==> config.mk <==
export PLATFORM = sky130hd
export DESIGN_NAME = log_record_deframer
export DESIGN_NICKNAME = d
export VERILOG_FILES = /design/src/design/lrd_pkg.sv /design/src/design/lrd_cfg.sv /design/src/design/lrd_parser.sv /design/src/design/log_record_deframer.sv
export SDC_FILE = /design/constraint.sdc
export NUM_CORES = 1
export LEC_CHECK = 0
export BUFFER_PORTS_ARGS = -buffer_cell sky130_fd_sc_hd__buf_4
export CORE_AREA = 2 2 148 150
export DETAILED_ROUTE_END_ITERATION = 16
export DIE_AREA = 0 0 150 152
export GPL_TIMING_DRIVEN = 0
export MAX_ROUTING_LAYER = met4
export PLACE_DENSITY = 0.85
export RECOVER_POWER = 50
export REMOVE_ABC_BUFFERS = 1
export SLEW_MARGIN = 20
export SYNTH_ARGS = -nofsm -noshare
export SYNTH_HDL_FRONTEND = slang
export SYNTH_HIERARCHICAL = 1
export SYNTH_SLANG_ARGS = --single-unit
==> constraint.sdc <==
create_clock -name clk -period 4.5 [get_ports clk]
set_input_delay 0.9 -clock clk [delete_from_list [all_inputs] [get_ports clk]]
set_output_delay 0.9 -clock clk [all_outputs]
set_load 0.02 [all_outputs]
==> src/design/lrd_pkg.sv <==
// Shared types and codes for the log record deframer.
package lrd_pkg;

	// Configuration register indexes.
	localparam int CFG_IDX_W = 2;
	localparam logic [CFG_IDX_W-1:0] CFG_SET_CODE    = 2'd0;
	localparam logic [CFG_IDX_W-1:0] CFG_MODIFY_CODE = 2'd1;
	localparam logic [CFG_IDX_W-1:0] CFG_DELETE_CODE = 2'd2;

	// Byte roles.
	localparam logic [2:0] ROLE_CMD     = 3'd0;
	localparam logic [2:0] ROLE_KEY_LEN = 3'd1;
	localparam logic [2:0] ROLE_VAL_LEN = 3'd2;
	localparam logic [2:0] ROLE_KEY     = 3'd3;
	localparam logic [2:0] ROLE_VAL     = 3'd4;
	localparam logic [2:0] ROLE_IGNORED = 3'd5;

	// Command classes.
	localparam logic [1:0] CLASS_UNKNOWN = 2'd0;
	localparam logic [1:0] CLASS_SET     = 2'd1;
	localparam logic [1:0] CLASS_MODIFY  = 2'd2;
	localparam logic [1:0] CLASS_DELETE  = 2'd3;

	// Result status.
	localparam logic [1:0] STATUS_OK        = 2'd0;
	localparam logic [1:0] STATUS_TRUNCATED = 2'd1;
	localparam logic [1:0] STATUS_OVERFLOW  = 2'd2;

	// Varint fields.
	localparam logic [6:0] PAYLOAD_MASK = 7'h7F;
	localparam int         CONT_POS     = 7;
	localparam logic [5:0] SHIFT_MAX    = 6'd63;
	localparam logic [6:0] GROUP_BITS   = 7'd7;

	typedef enum logic [5:0] {
		PH_IDLE = 6'b000001,
		PH_KLEN = 6'b000010,
		PH_VLEN = 6'b000100,
		PH_KEY  = 6'b001000,
		PH_VAL  = 6'b010000,
		PH_SKIP = 6'b100000
	} phase_t;

	typedef struct packed {
		logic [7:0] in_byte;
		logic       stream_end;
	} in_item_t;

	typedef struct packed {
		logic [2:0]  byte_role;
		logic [7:0]  data_byte;
		logic [1:0]  command_class;
		logic [31:0] key_length;
		logic [31:0] value_length;
		logic        record_done;
		logic [1:0]  status;
	} out_item_t;

	// What the parser hands on for one byte, before classification.
	typedef struct packed {
		logic [2:0]  byte_role;
		logic [7:0]  data_byte;
		logic [7:0]  command_byte;
		logic [31:0] key_length;
		logic [31:0] value_length;
		logic        record_done;
		logic [1:0]  status;
	} step_t;

endpackage

==> src/design/lrd_cfg.sv <==
// Command code registers and command byte classification.
module lrd_cfg (
	input  logic                           clk,
	input  logic                           arst_n,
	input  logic                           cfg_valid,
	input  logic [lrd_pkg::CFG_IDX_W-1:0]  cfg_index,
	input  logic [7:0]                     cfg_data,
	input  logic [7:0]                     command_byte,
	output logic [1:0]                     command_class
);

	logic [7:0] set_code_q;
	logic [7:0] modify_code_q;
	logic [7:0] delete_code_q;

	always_ff @(posedge clk or negedge arst_n) begin
		if (!arst_n) begin
			set_code_q    <= 8'd1;
			modify_code_q <= 8'd2;
			delete_code_q <= 8'd3;
		end else if (cfg_valid) begin
			unique case (cfg_index)
				lrd_pkg::CFG_SET_CODE:    set_code_q    <= cfg_data;
				lrd_pkg::CFG_MODIFY_CODE: modify_code_q <= cfg_data;
				lrd_pkg::CFG_DELETE_CODE: delete_code_q <= cfg_data;
				default: ;
			endcase
		end
	end

	// Set wins over modify, modify over delete when codes collide.
	always_comb begin
		priority if (command_byte == set_code_q) begin
			command_class = lrd_pkg::CLASS_SET;
		end else if (command_byte == modify_code_q) begin
			command_class = lrd_pkg::CLASS_MODIFY;
		end else if (command_byte == delete_code_q) begin
			command_class = lrd_pkg::CLASS_DELETE;
		end else begin
			command_class = lrd_pkg::CLASS_UNKNOWN;
		end
	end

endmodule

==> src/design/lrd_parser.sv <==
// Record framing state machine: varint length decode and byte counting.
module lrd_parser #(
	parameter int LEN_BITS = 32
) (
	input  logic              clk,
	input  logic              arst_n,
	input  logic              fire,
	input  lrd_pkg::in_item_t item,
	output lrd_pkg::step_t    step
);

	// Widest shifted payload: seven bits at a shift of up to 63.
	localparam int SW = 64 + 7;

	lrd_pkg::phase_t     phase_q, phase_n;
	logic [7:0]          cmd_q, cmd_n;
	logic [LEN_BITS-1:0] klen_q, klen_n;
	logic [LEN_BITS-1:0] vlen_q, vlen_n;
	logic [LEN_BITS-1:0] left_q, left_n;
	logic [5:0]          gs_q, gs_n;
	logic                err_q, err_n;

	logic [SW-1:0]       wide;
	logic                ovf;
	logic [LEN_BITS-1:0] addv;
	logic [6:0]          gs_sum;
	logic [5:0]          gs_inc;
	logic [LEN_BITS-1:0] vlen_new;
	logic                cont;
	logic                left_last;
	logic [2:0]          role;
	logic                done;
	logic [1:0]          status;

	assign cont      = item.in_byte[lrd_pkg::CONT_POS];
	assign wide      = SW'(item.in_byte[6:0] & lrd_pkg::PAYLOAD_MASK) << gs_q;
	assign ovf       = |wide[SW-1:LEN_BITS];
	assign addv      = wide[LEN_BITS-1:0];
	assign gs_sum    = {1'b0, gs_q} + lrd_pkg::GROUP_BITS;
	assign gs_inc    = gs_sum[6] ? lrd_pkg::SHIFT_MAX : gs_sum[5:0];
	assign vlen_new  = vlen_q | addv;
	assign left_last = (left_q[LEN_BITS-1:1] == '0);

	always_comb begin
		phase_n = phase_q;
		cmd_n   = cmd_q;
		klen_n  = klen_q;
		vlen_n  = vlen_q;
		left_n  = left_q;
		gs_n    = gs_q;
		err_n   = err_q;
		role    = lrd_pkg::ROLE_IGNORED;
		done    = 1'b0;
		status  = lrd_pkg::STATUS_OK;

		unique case (phase_q)
			lrd_pkg::PH_IDLE: begin
				role    = lrd_pkg::ROLE_CMD;
				cmd_n   = item.in_byte;
				klen_n  = '0;
				vlen_n  = '0;
				gs_n    = '0;
				phase_n = lrd_pkg::PH_KLEN;
			end
			lrd_pkg::PH_KLEN: begin
				role = lrd_pkg::ROLE_KEY_LEN;
				if (ovf) begin
					err_n   = 1'b1;
					phase_n = lrd_pkg::PH_SKIP;
				end else begin
					klen_n = klen_q | addv;
					gs_n   = gs_inc;
					if (!cont) begin
						gs_n    = '0;
						phase_n = lrd_pkg::PH_VLEN;
					end
				end
			end
			lrd_pkg::PH_VLEN: begin
				role = lrd_pkg::ROLE_VAL_LEN;
				if (ovf) begin
					err_n   = 1'b1;
					phase_n = lrd_pkg::PH_SKIP;
				end else begin
					vlen_n = vlen_new;
					gs_n   = gs_inc;
					if (!cont) begin
						gs_n = '0;
						if (klen_q != '0) begin
							left_n  = klen_q;
							phase_n = lrd_pkg::PH_KEY;
						end else if (vlen_new != '0) begin
							left_n  = vlen_new;
							phase_n = lrd_pkg::PH_VAL;
						end else begin
							done    = 1'b1;
							phase_n = lrd_pkg::PH_IDLE;
						end
					end
				end
			end
			lrd_pkg::PH_KEY: begin
				role = lrd_pkg::ROLE_KEY;
				if (left_last) begin
					if (vlen_q != '0) begin
						left_n  = vlen_q;
						phase_n = lrd_pkg::PH_VAL;
					end else begin
						left_n  = '0;
						done    = 1'b1;
						phase_n = lrd_pkg::PH_IDLE;
					end
				end else begin
					left_n = left_q - LEN_BITS'(1);
				end
			end
			lrd_pkg::PH_VAL: begin
				role = lrd_pkg::ROLE_VAL;
				if (left_last) begin
					left_n  = '0;
					done    = 1'b1;
					phase_n = lrd_pkg::PH_IDLE;
				end else begin
					left_n = left_q - LEN_BITS'(1);
				end
			end
			lrd_pkg::PH_SKIP: begin
				role = lrd_pkg::ROLE_IGNORED;
			end
			default: begin
				role = lrd_pkg::ROLE_IGNORED;
			end
		endcase

		// An overflow poisons the rest of the stream; the overflowing length
		// byte itself keeps its length role.
		if (err_n) begin
			status = lrd_pkg::STATUS_OVERFLOW;
			done   = 1'b0;
			if (role != lrd_pkg::ROLE_KEY_LEN && role != lrd_pkg::ROLE_VAL_LEN) begin
				role = lrd_pkg::ROLE_IGNORED;
			end
		end else if (item.stream_end && !done) begin
			status = lrd_pkg::STATUS_TRUNCATED;
		end

		if (item.stream_end) begin
			phase_n = lrd_pkg::PH_IDLE;
			gs_n    = '0;
			left_n  = '0;
			err_n   = 1'b0;
		end
	end

	always_ff @(posedge clk or negedge arst_n) begin
		if (!arst_n) begin
			phase_q <= lrd_pkg::PH_IDLE;
			cmd_q   <= '0;
			klen_q  <= '0;
			vlen_q  <= '0;
			left_q  <= '0;
			gs_q    <= '0;
			err_q   <= 1'b0;
		end else if (fire) begin
			phase_q <= phase_n;
			cmd_q   <= cmd_n;
			klen_q  <= klen_n;
			vlen_q  <= vlen_n;
			left_q  <= left_n;
			gs_q    <= gs_n;
			err_q   <= err_n;
		end
	end

	always_comb begin
		step.byte_role    = role;
		step.data_byte    = item.in_byte;
		step.command_byte = cmd_n;
		step.key_length   = 32'(klen_n);
		step.value_length = 32'(vlen_n);
		step.record_done  = done;
		step.status       = status;
	end

	a_skip_has_error: assert property (@(posedge clk) disable iff (!arst_n)
		(phase_q == lrd_pkg::PH_SKIP) |-> err_q)
		else $error("skip phase without a recorded overflow");

	a_idle_no_error: assert property (@(posedge clk) disable iff (!arst_n)
		(phase_q == lrd_pkg::PH_IDLE) |-> !err_q)
		else $error("error flag held while idle");

endmodule

==> src/design/log_record_deframer.sv <==
// Top level of the log record deframer: input register, parser, result register.
//
//  channel   handshake              payload
//  -------   ---------------------  --------------------------------------
//  item      item_valid/item_ready  item   (in_byte, stream_end)
//  result    result_valid/ready     result (role, byte, class, lengths, ...)
//  cfg       cfg_valid/cfg_ready    cfg_index, cfg_data (command codes)
//
// One beat per clock in steady state while result_ready is high. An accepted byte
// waits in the input register, then is parsed into the result register.
// The parser state updates in the same cycle the byte moves into the result register.
// When result_ready is low, one byte waits in the input register and one in
// the result register; item_ready then drops. Reset clears all control state
// and loads the command codes 1, 2 and 3. cfg_ready is always high.
module log_record_deframer #(
	parameter int LEN_BITS = 32
) (
	input  logic                          clk,
	input  logic                          arst_n,
	input  logic                          item_valid,
	output logic                          item_ready,
	input  lrd_pkg::in_item_t             item,
	output logic                          result_valid,
	input  logic                          result_ready,
	output lrd_pkg::out_item_t            result,
	input  logic                          cfg_valid,
	output logic                          cfg_ready,
	input  logic [lrd_pkg::CFG_IDX_W-1:0] cfg_index,
	input  logic [7:0]                    cfg_data
);

	lrd_pkg::in_item_t  item_s1;
	logic               valid_s1;
	lrd_pkg::out_item_t result_s2;
	logic               valid_s2;

	lrd_pkg::step_t     step;
	logic [1:0]         command_class;
	logic               advance;
	logic               fire;

	assign advance    = !valid_s2 || result_ready;
	assign fire       = valid_s1 && advance;
	assign item_ready = !valid_s1 || advance;
	assign cfg_ready  = 1'b1;

	always_ff @(posedge clk or negedge arst_n) begin
		if (!arst_n) begin
			valid_s1 <= 1'b0;
		end else if (item_ready) begin
			valid_s1 <= item_valid;
		end
	end

	always_ff @(posedge clk) begin
		if (item_valid && item_ready) begin
			item_s1 <= item;
		end
	end

	lrd_parser #(
		.LEN_BITS(LEN_BITS)
	) u_parser (
		.clk   (clk),
		.arst_n(arst_n),
		.fire  (fire),
		.item  (item_s1),
		.step  (step)
	);

	lrd_cfg u_cfg (
		.clk          (clk),
		.arst_n       (arst_n),
		.cfg_valid    (cfg_valid && cfg_ready),
		.cfg_index    (cfg_index),
		.cfg_data     (cfg_data),
		.command_byte (step.command_byte),
		.command_class(command_class)
	);

	always_ff @(posedge clk or negedge arst_n) begin
		if (!arst_n) begin
			valid_s2 <= 1'b0;
		end else if (advance) begin
			valid_s2 <= valid_s1;
		end
	end

	always_ff @(posedge clk) begin
		if (fire) begin
			result_s2.byte_role     <= step.byte_role;
			result_s2.data_byte     <= step.data_byte;
			result_s2.command_class <= command_class;
			result_s2.key_length    <= step.key_length;
			result_s2.value_length  <= step.value_length;
			result_s2.record_done   <= step.record_done;
			result_s2.status        <= step.status;
		end
	end

	assign result_valid = valid_s2;
	assign result       = result_s2;

	a_ready_when_free: assert property (@(posedge clk) disable iff (!arst_n)
		(!valid_s2 || result_ready) |-> item_ready)
		else $error("input stalled while the result register can drain");

	a_done_is_ok: assert property (@(posedge clk) disable iff (!arst_n)
		(valid_s2 && result_s2.record_done) |-> (result_s2.status == lrd_pkg::STATUS_OK))
		else $error("record done reported with a bad status");

	a_ignored_is_overflow: assert property (@(posedge clk) disable iff (!arst_n)
		(valid_s2 && result_s2.byte_role == lrd_pkg::ROLE_IGNORED)
			|-> (result_s2.status == lrd_pkg::STATUS_OVERFLOW))
		else $error("ignored byte without an overflow status");

	a_cmd_zero_lengths: assert property (@(posedge clk) disable iff (!arst_n)
		(valid_s2 && result_s2.byte_role == lrd_pkg::ROLE_CMD)
			|-> (result_s2.key_length == '0 && result_s2.value_length == '0))
		else $error("command beat carries nonzero lengths");

endmodule
Word-level counts from Yosys, hierarchy flattened:

Cells that the tools add are included.

* word-level logic and storage cells: 118
* output and inout port bits: 83
* register bits after elaboration: 232
* input port bits: 24

* shift-type cells: 1
* reductions and logical operators: 25
* muxes and demuxes: 47
* equal/unequal tests: 20
* add/subtract/negate cells: 2
* bitwise gates (word level): 2

Operators with widths (number)
* 2-to-1 mux 32 bit: 10
* one-hot mux 32 bit (2 select lines): 2
* one-hot mux 32 bit (3 select lines): 1
* nonzero test 32 bit: 3
* 2-to-1 mux 6 bit: 12
* << shifter 7 x 6 -> 71 bit: 1
* OR 32 bit: 2
* OR reduction 39 bit: 1
* subtractor 32 x 1 -> 32 bit, second input constant: 1
* logical NOT 31 bit: 1
* one-hot mux 6 bit (5 select lines): 1
* == test 8 bit: 3
* one-hot mux 3 bit (5 select lines): 1
* one-hot mux 6 bit (2 select lines): 1
* 2-to-1 mux 1 bit: 11
* 2-to-1 mux 5 bit: 2
* != test 3 x 2 -> 1 bit, second input constant: 3
* != test 3 bit, second input constant: 3
* 2-to-1 mux 8 bit: 1
* != test 4 x 3 -> 1 bit, second input constant: 2
* adder 6 x 3 -> 7 bit, second input constant: 1
* == test 6 x 1 -> 1 bit, second input constant: 1
* == test 6 x 2 -> 1 bit, second input constant: 1
* == test 6 x 3 -> 1 bit, second input constant: 1
* other kinds (21): 31

Depth between registers and ports, before layout:

* depth after elaboration: 11
* mapped depth: 14
* gate-level depth less buffers: 11

Hierarchy:

Netlist, hierarchy kept.

Modules (own cells, without submodules)
* lrd_parser: area an instance 8577.0 um^2, sequential area each 2929.1 um^2, cells each 1010, instances 1
* log_record_deframer: area an instance 2787.7 um^2, sequential area each 2722.6 um^2, cells each 99, instances 1
* lrd_cfg: area an instance 1189.9 um^2, sequential area each 605.6 um^2, cells each 86, instances 1

Least setup slack after synthesis:

No wires, ideal clock.

* path kind: input -> register
* start: in result_ready
* end: reg u_parser.left_q[11]
* stages: 7
* path buffers: 2
* setup time: 0.121 ns
* setup slack: 0.012 ns
* required time: 4.379 ns
* arrival time: 4.367 ns
* cells stage by stage: nand2b_1 > and2_1 > o21ai_1 > a21o_1 > buf_6 > buf_4 > a22o_1

* word-level cells in the longest chain between the ends: 3

RTL lines
* start, declared: line log_record_deframer.sv:24 `input logic result_ready,`
* logical OR 1 bit: line log_record_deframer.sv:42 `assign advance = !valid_s2 || result_ready;`
* logical AND 1 bit: line log_record_deframer.sv:43 `assign fire = valid_s1 && advance;`
* net fire: line log_record_deframer.sv:40 `logic fire;`
* AND reduction 5 bit (no line)
* end signal, assigned: line lrd_parser.sv:169 `left_q <= left_n;`
* end, declared: line lrd_parser.sv:19 `logic [LEN_BITS-1:0] left_q, left_n;`

The timed path passes the listed nets, and every way through them passes these cells.
A chain may end at the register's enable or synchronous reset.

Worst setup path after layout:

* start: reg u_parser.gs_q[3]
* end: reg u_parser.left_q[14]

* word-level cells in the longest chain between the ends: 8
* elaborated cells between the ends (all ways): 13
* classes of those cells: 2 x eq/ne; 1 x shift; 6 x mux; 1 x bitwise; 3 x reduce/logical

RTL lines
* start, declared: line lrd_parser.sv:20 `logic [5:0] gs_q, gs_n;`
* start signal, assigned: line lrd_parser.sv:170 `gs_q <= gs_n;`
* << shifter 7 x 6 -> 71 bit (*): line lrd_parser.sv:36 `assign wide = SW'(item.in_byte[6:0] & lrd_pkg::PAYLOAD_MASK) << gs_q;`
* OR 32 bit: line lrd_parser.sv:41 `assign vlen_new = vlen_q | addv;`
* 2-to-1 mux 32 bit: line lrd_parser.sv:92 `end else if (vlen_new != '0) begin`
* 2-to-1 mux 32 bit: line lrd_parser.sv:89 `if (klen_q != '0) begin`
* 2-to-1 mux 32 bit: line lrd_parser.sv:87 `if (!cont) begin`
* 2-to-1 mux 32 bit: line lrd_parser.sv:81 `if (ovf) begin`
* one-hot mux 32 bit (3 select lines): line lrd_parser.sv:56 `unique case (phase_q)`
* 2-to-1 mux 32 bit: line lrd_parser.sv:147 `if (item.stream_end) begin`

Every way passes the cells marked *; elsewhere a longest branch is shown, timed or not. The select of a mux whose other input is x is not followed.

==> flow_summary.ini <==
[synthesis]
synth_edf_count = 89
synthArstFlopShare_pct = 61.6
yosysSeqAreaShare_pct = 49.8
synthDistinctLibCells = 99
ys_ff_latch = 232
netlist_instances = 1195
yosysWarnings = 6
syn_avg_cell_area_um2 = 10.5
synth_ff_type = dfrtp_1
syn_area_mm2 = 0.0126

[final_layout]
multi_input_area_mm2 = 0.00587
antenna_cells = 0
fillCellCount = 1699
regArea_mm2 = 0.00626
drive_above_1_share_pct = 22.7
fin_nets = 1275
syn2layout_area_growth_pct = 14.3

[timing]
fmax_ghz = 0.230
fin_worst_skew_ns = 0.0176
hold_violations = 0
slew_viol_final = 115
fin_ws_ns = 0.146
finalCritPeriodShare_pct = 96.8
slew_headroom_pct = -108
min_period_ns = 4.35
tightest_slew_ns = 3.12
setup_viol = 0
rsz0062_at_grt = false
fin_hold_ws_ns = 0.511
setup_tns_ns = 0

[clocking]
cts_tree = built
cts_hold_buffers = 0
cts-root-buf = clkbuf_16
clk_pin_slew_worst_paths_ns = 0.06
clk_latency_ns = 0.54
cts_buffer_depth = 3
postCtsSetupBuffers = 0
cts_buffers = 25
clock_sinks = 232
h-tree-depth = 1

[global_route]
antenna_found_initial = 0
grt_pass1_wl_mm = 56.8
grt_usage_pct = 32.5
overflow = 0
grt_max_degree = 95
first_global_vias = 10200

[worst_setup_path]
end_kind = flip-flop
cp.arrival_ns = 4.82
crit_fanout = 34
crit_required_ns = 4.97
critPathTopFamily = compound AO/OA/AOI/OAI gates
worstSetupPathType = flip-flop to flip-flop
critPathMaxStageDelay_ns = 0.75
path_buf_inv = 1
crit_path_start_kind = flip-flop
worst_path_max_delay_cell = dfrtp_2
worstPathCellList = clkinv_1, a32oi_1, o21ai_0, nor2_1, nor4b_1, o211ai_1, o21ai_4, a21o_2, a22o_1

[routing]
drc_errors = 0
post_drt_wl_per_cell_um = 23.4
viasPerCell = 6.84
drt_wl_total_mm = 36.2
postRouteAntennaNets = 0
num_vias = 10600
drtIter0Drc = 1358
drt_first_pass_iters = 6

[power]
clkPwrFrac_pct = 17.5
p_sw_w = 0.00556
p_leak_nw = 6.04
vdd_drop_max_v = 0.000478
powerDensity_mw_per_mm2 = 835
p_seq_share_pct = 30.4
power_frac_comb_pct = 52.2
sw_frac_of_total_pct = 46.4
p_total_w = 0.0120
p_int_w = 0.00643

[placement]
port_buffers = 105
gp_congestion = 0.954
pre_cts_ws_ns = -0.377
hpwl_mm = 24.5

[run_status]
status = finished with violations
violations = capacitance limit, slew limit

[hold_path]
hold_path_class = flip-flop to flip-flop

[floorplanning]
rows = 54
core_mm2 = 0.0214
die_w_um = 150
ios = 107
die_height_um = 152
dieArea_mm2 = 0.0228
start_util_pct = 58.8

[flow_run]
drv_cap = 2
-- path summary, 6_finish.rpt --
| check | start | endpoint | slack, ns | depth (start not counted) |
|---|---|---|---|---|
| min reg2reg | valid_s1$_DFFE_PN0P_ | result_valid$_DFFE_PN0P_ | 0.51 | 1 |
| min in group asynchronous | arst_n | u_parser/vlen_q[19]$_DFFE_PN0P_ | 1.28 | 1 |
| max in group asynchronous | arst_n | u_parser/klen_q[7]$_DFFE_PN0P_ | 1.61 | 1 |
| max reg2reg | u_parser/gs_q[3]$_DFFE_PN0P_ | u_parser/left_q[14]$_DFFE_PN0P_ | 0.15 | 9 |
| min | valid_s1$_DFFE_PN0P_ | result_valid$_DFFE_PN0P_ | 0.51 | 1 |
| max | u_parser/gs_q[3]$_DFFE_PN0P_ | u_parser/left_q[14]$_DFFE_PN0P_ | 0.15 | 9 |
-- what timing repair did --
action,4_1_cts,5_1_grt
endpoints found under the hold margin,0,0
resized for setup,2,3
setup endpoints to repair,29,32
-- worst register-to-register path: stages, from the launching register on --
cell and delay (ns):
dfrtp_2 0.75, clkinv_1 0.55, a32oi_1 0.32, o21ai_0 0.39
nor2_1 0.28, nor4b_1 0.43, o211ai_1 0.26, o21ai_4 0.38
a21o_2 0.65, a22o_1 0.29
-- cell type report --
type / count / area share (%)
Timing Repair Buffer: 117 / 6.88
Clock buffer: 32 / 4.68
Clock inverter: 14 / 1.15
Inverter: 12 / 0.314
Sequential cell: 232 / 43.6
Tap cell: 280 / 2.44
Multi-Input combinational cell: 861 / 40.9
-- kinds of logic after synthesis --
kind of cell / Yosys count / synth area share (%)
AOI/OAI and AO/OA: 343 / 19.2
buffers and inverters: 102 / 3.64
DFF: 232 / 49.8
muxes: 98 / 8.91
other: 1 / 0.0299
adders and majority gates: 2 / 0.199
and+or+nand+nor: 372 / 15.0
xor gates and xnor gates: 45 / 3.14
-- placed cells by master, fill, tap and decap left out, types with 27 or more instances in the layout --
cell,count
a22o_1,62
edfxtp_1,89
mux2_2,83
nor3_1,27
nor2_1,132
buf_4,95
a21oi_1,96
nor4_1,30
nand2_1,68
dfrtp_1,134
o21ai_0,44
-- layer usage --
| metal | global-route usage (%) | routed length, um |
|---|---|---|
| met2 | 49.6 | 17000 |
| met5 | - | 0 |
| met1 | 42.5 | 13800 |
| met3 | 5.89 | 3640 |
| met4 | 14.8 | 1810 |
-- synthesized netlist by cell type, drive strengths merged (22+ instances only) --
cell type / n / area (um2)
dfrtp: 138 / 3450
nor2: 136 / 513
a21oi: 96 / 480
edfxtp: 89 / 2670
mux2: 84 / 950
nand2: 68 / 255
a22o: 62 / 543
clkbuf: 54 / 203
o21ai: 51 / 274
buf: 36 / 209
nor4: 31 / 200
nor3: 27 / 135
xor2: 25 / 219
a311oi: 22 / 193
-- sequential cells by signal, indices dropped and copies added (netlist names) --
| signal | count |
|---|---|
| result_valid | 1 |
| u_parser/left_q | 32 |
| u_parser/gs_q | 6 |
| u_parser/cmd_q | 8 |
| u_parser/vlen_q | 32 |
| valid_s1 | 1 |
| result | 80 |
| u_cfg/set_code_q | 8 |
| item_s1 | 9 |
| u_parser/phase_q | 6 |
| u_cfg/modify_code_q | 8 |
| u_cfg/delete_code_q | 8 |
| u_parser/err_q | 1 |
| u_parser/klen_q | 32 |
-- per-stage QoR --
step	util, %	area, um2	instances
after CTS	67.5	14400	1548
after detailed placement	63.6	13600	1502
after global placement	62.2	13300	1490
after global routing	67.2	14400	1548
final	67.2	14400	1548
after floorplan	-	12100	1105
-- power groups by stage --
stage	clock, W	combinational (W)	sequential [W]
CTS	0.00211	0.00609	0.00359
finish	0.00209	0.00625	0.00364
global placement	0	0.00532	0.00356
floorplan	0	0.00401	0.00356
detailed placement	0	0.00604	0.00361
global route	0.00220	0.00673	0.00370
Note: power is estimated with default switching activity, not from simulation.
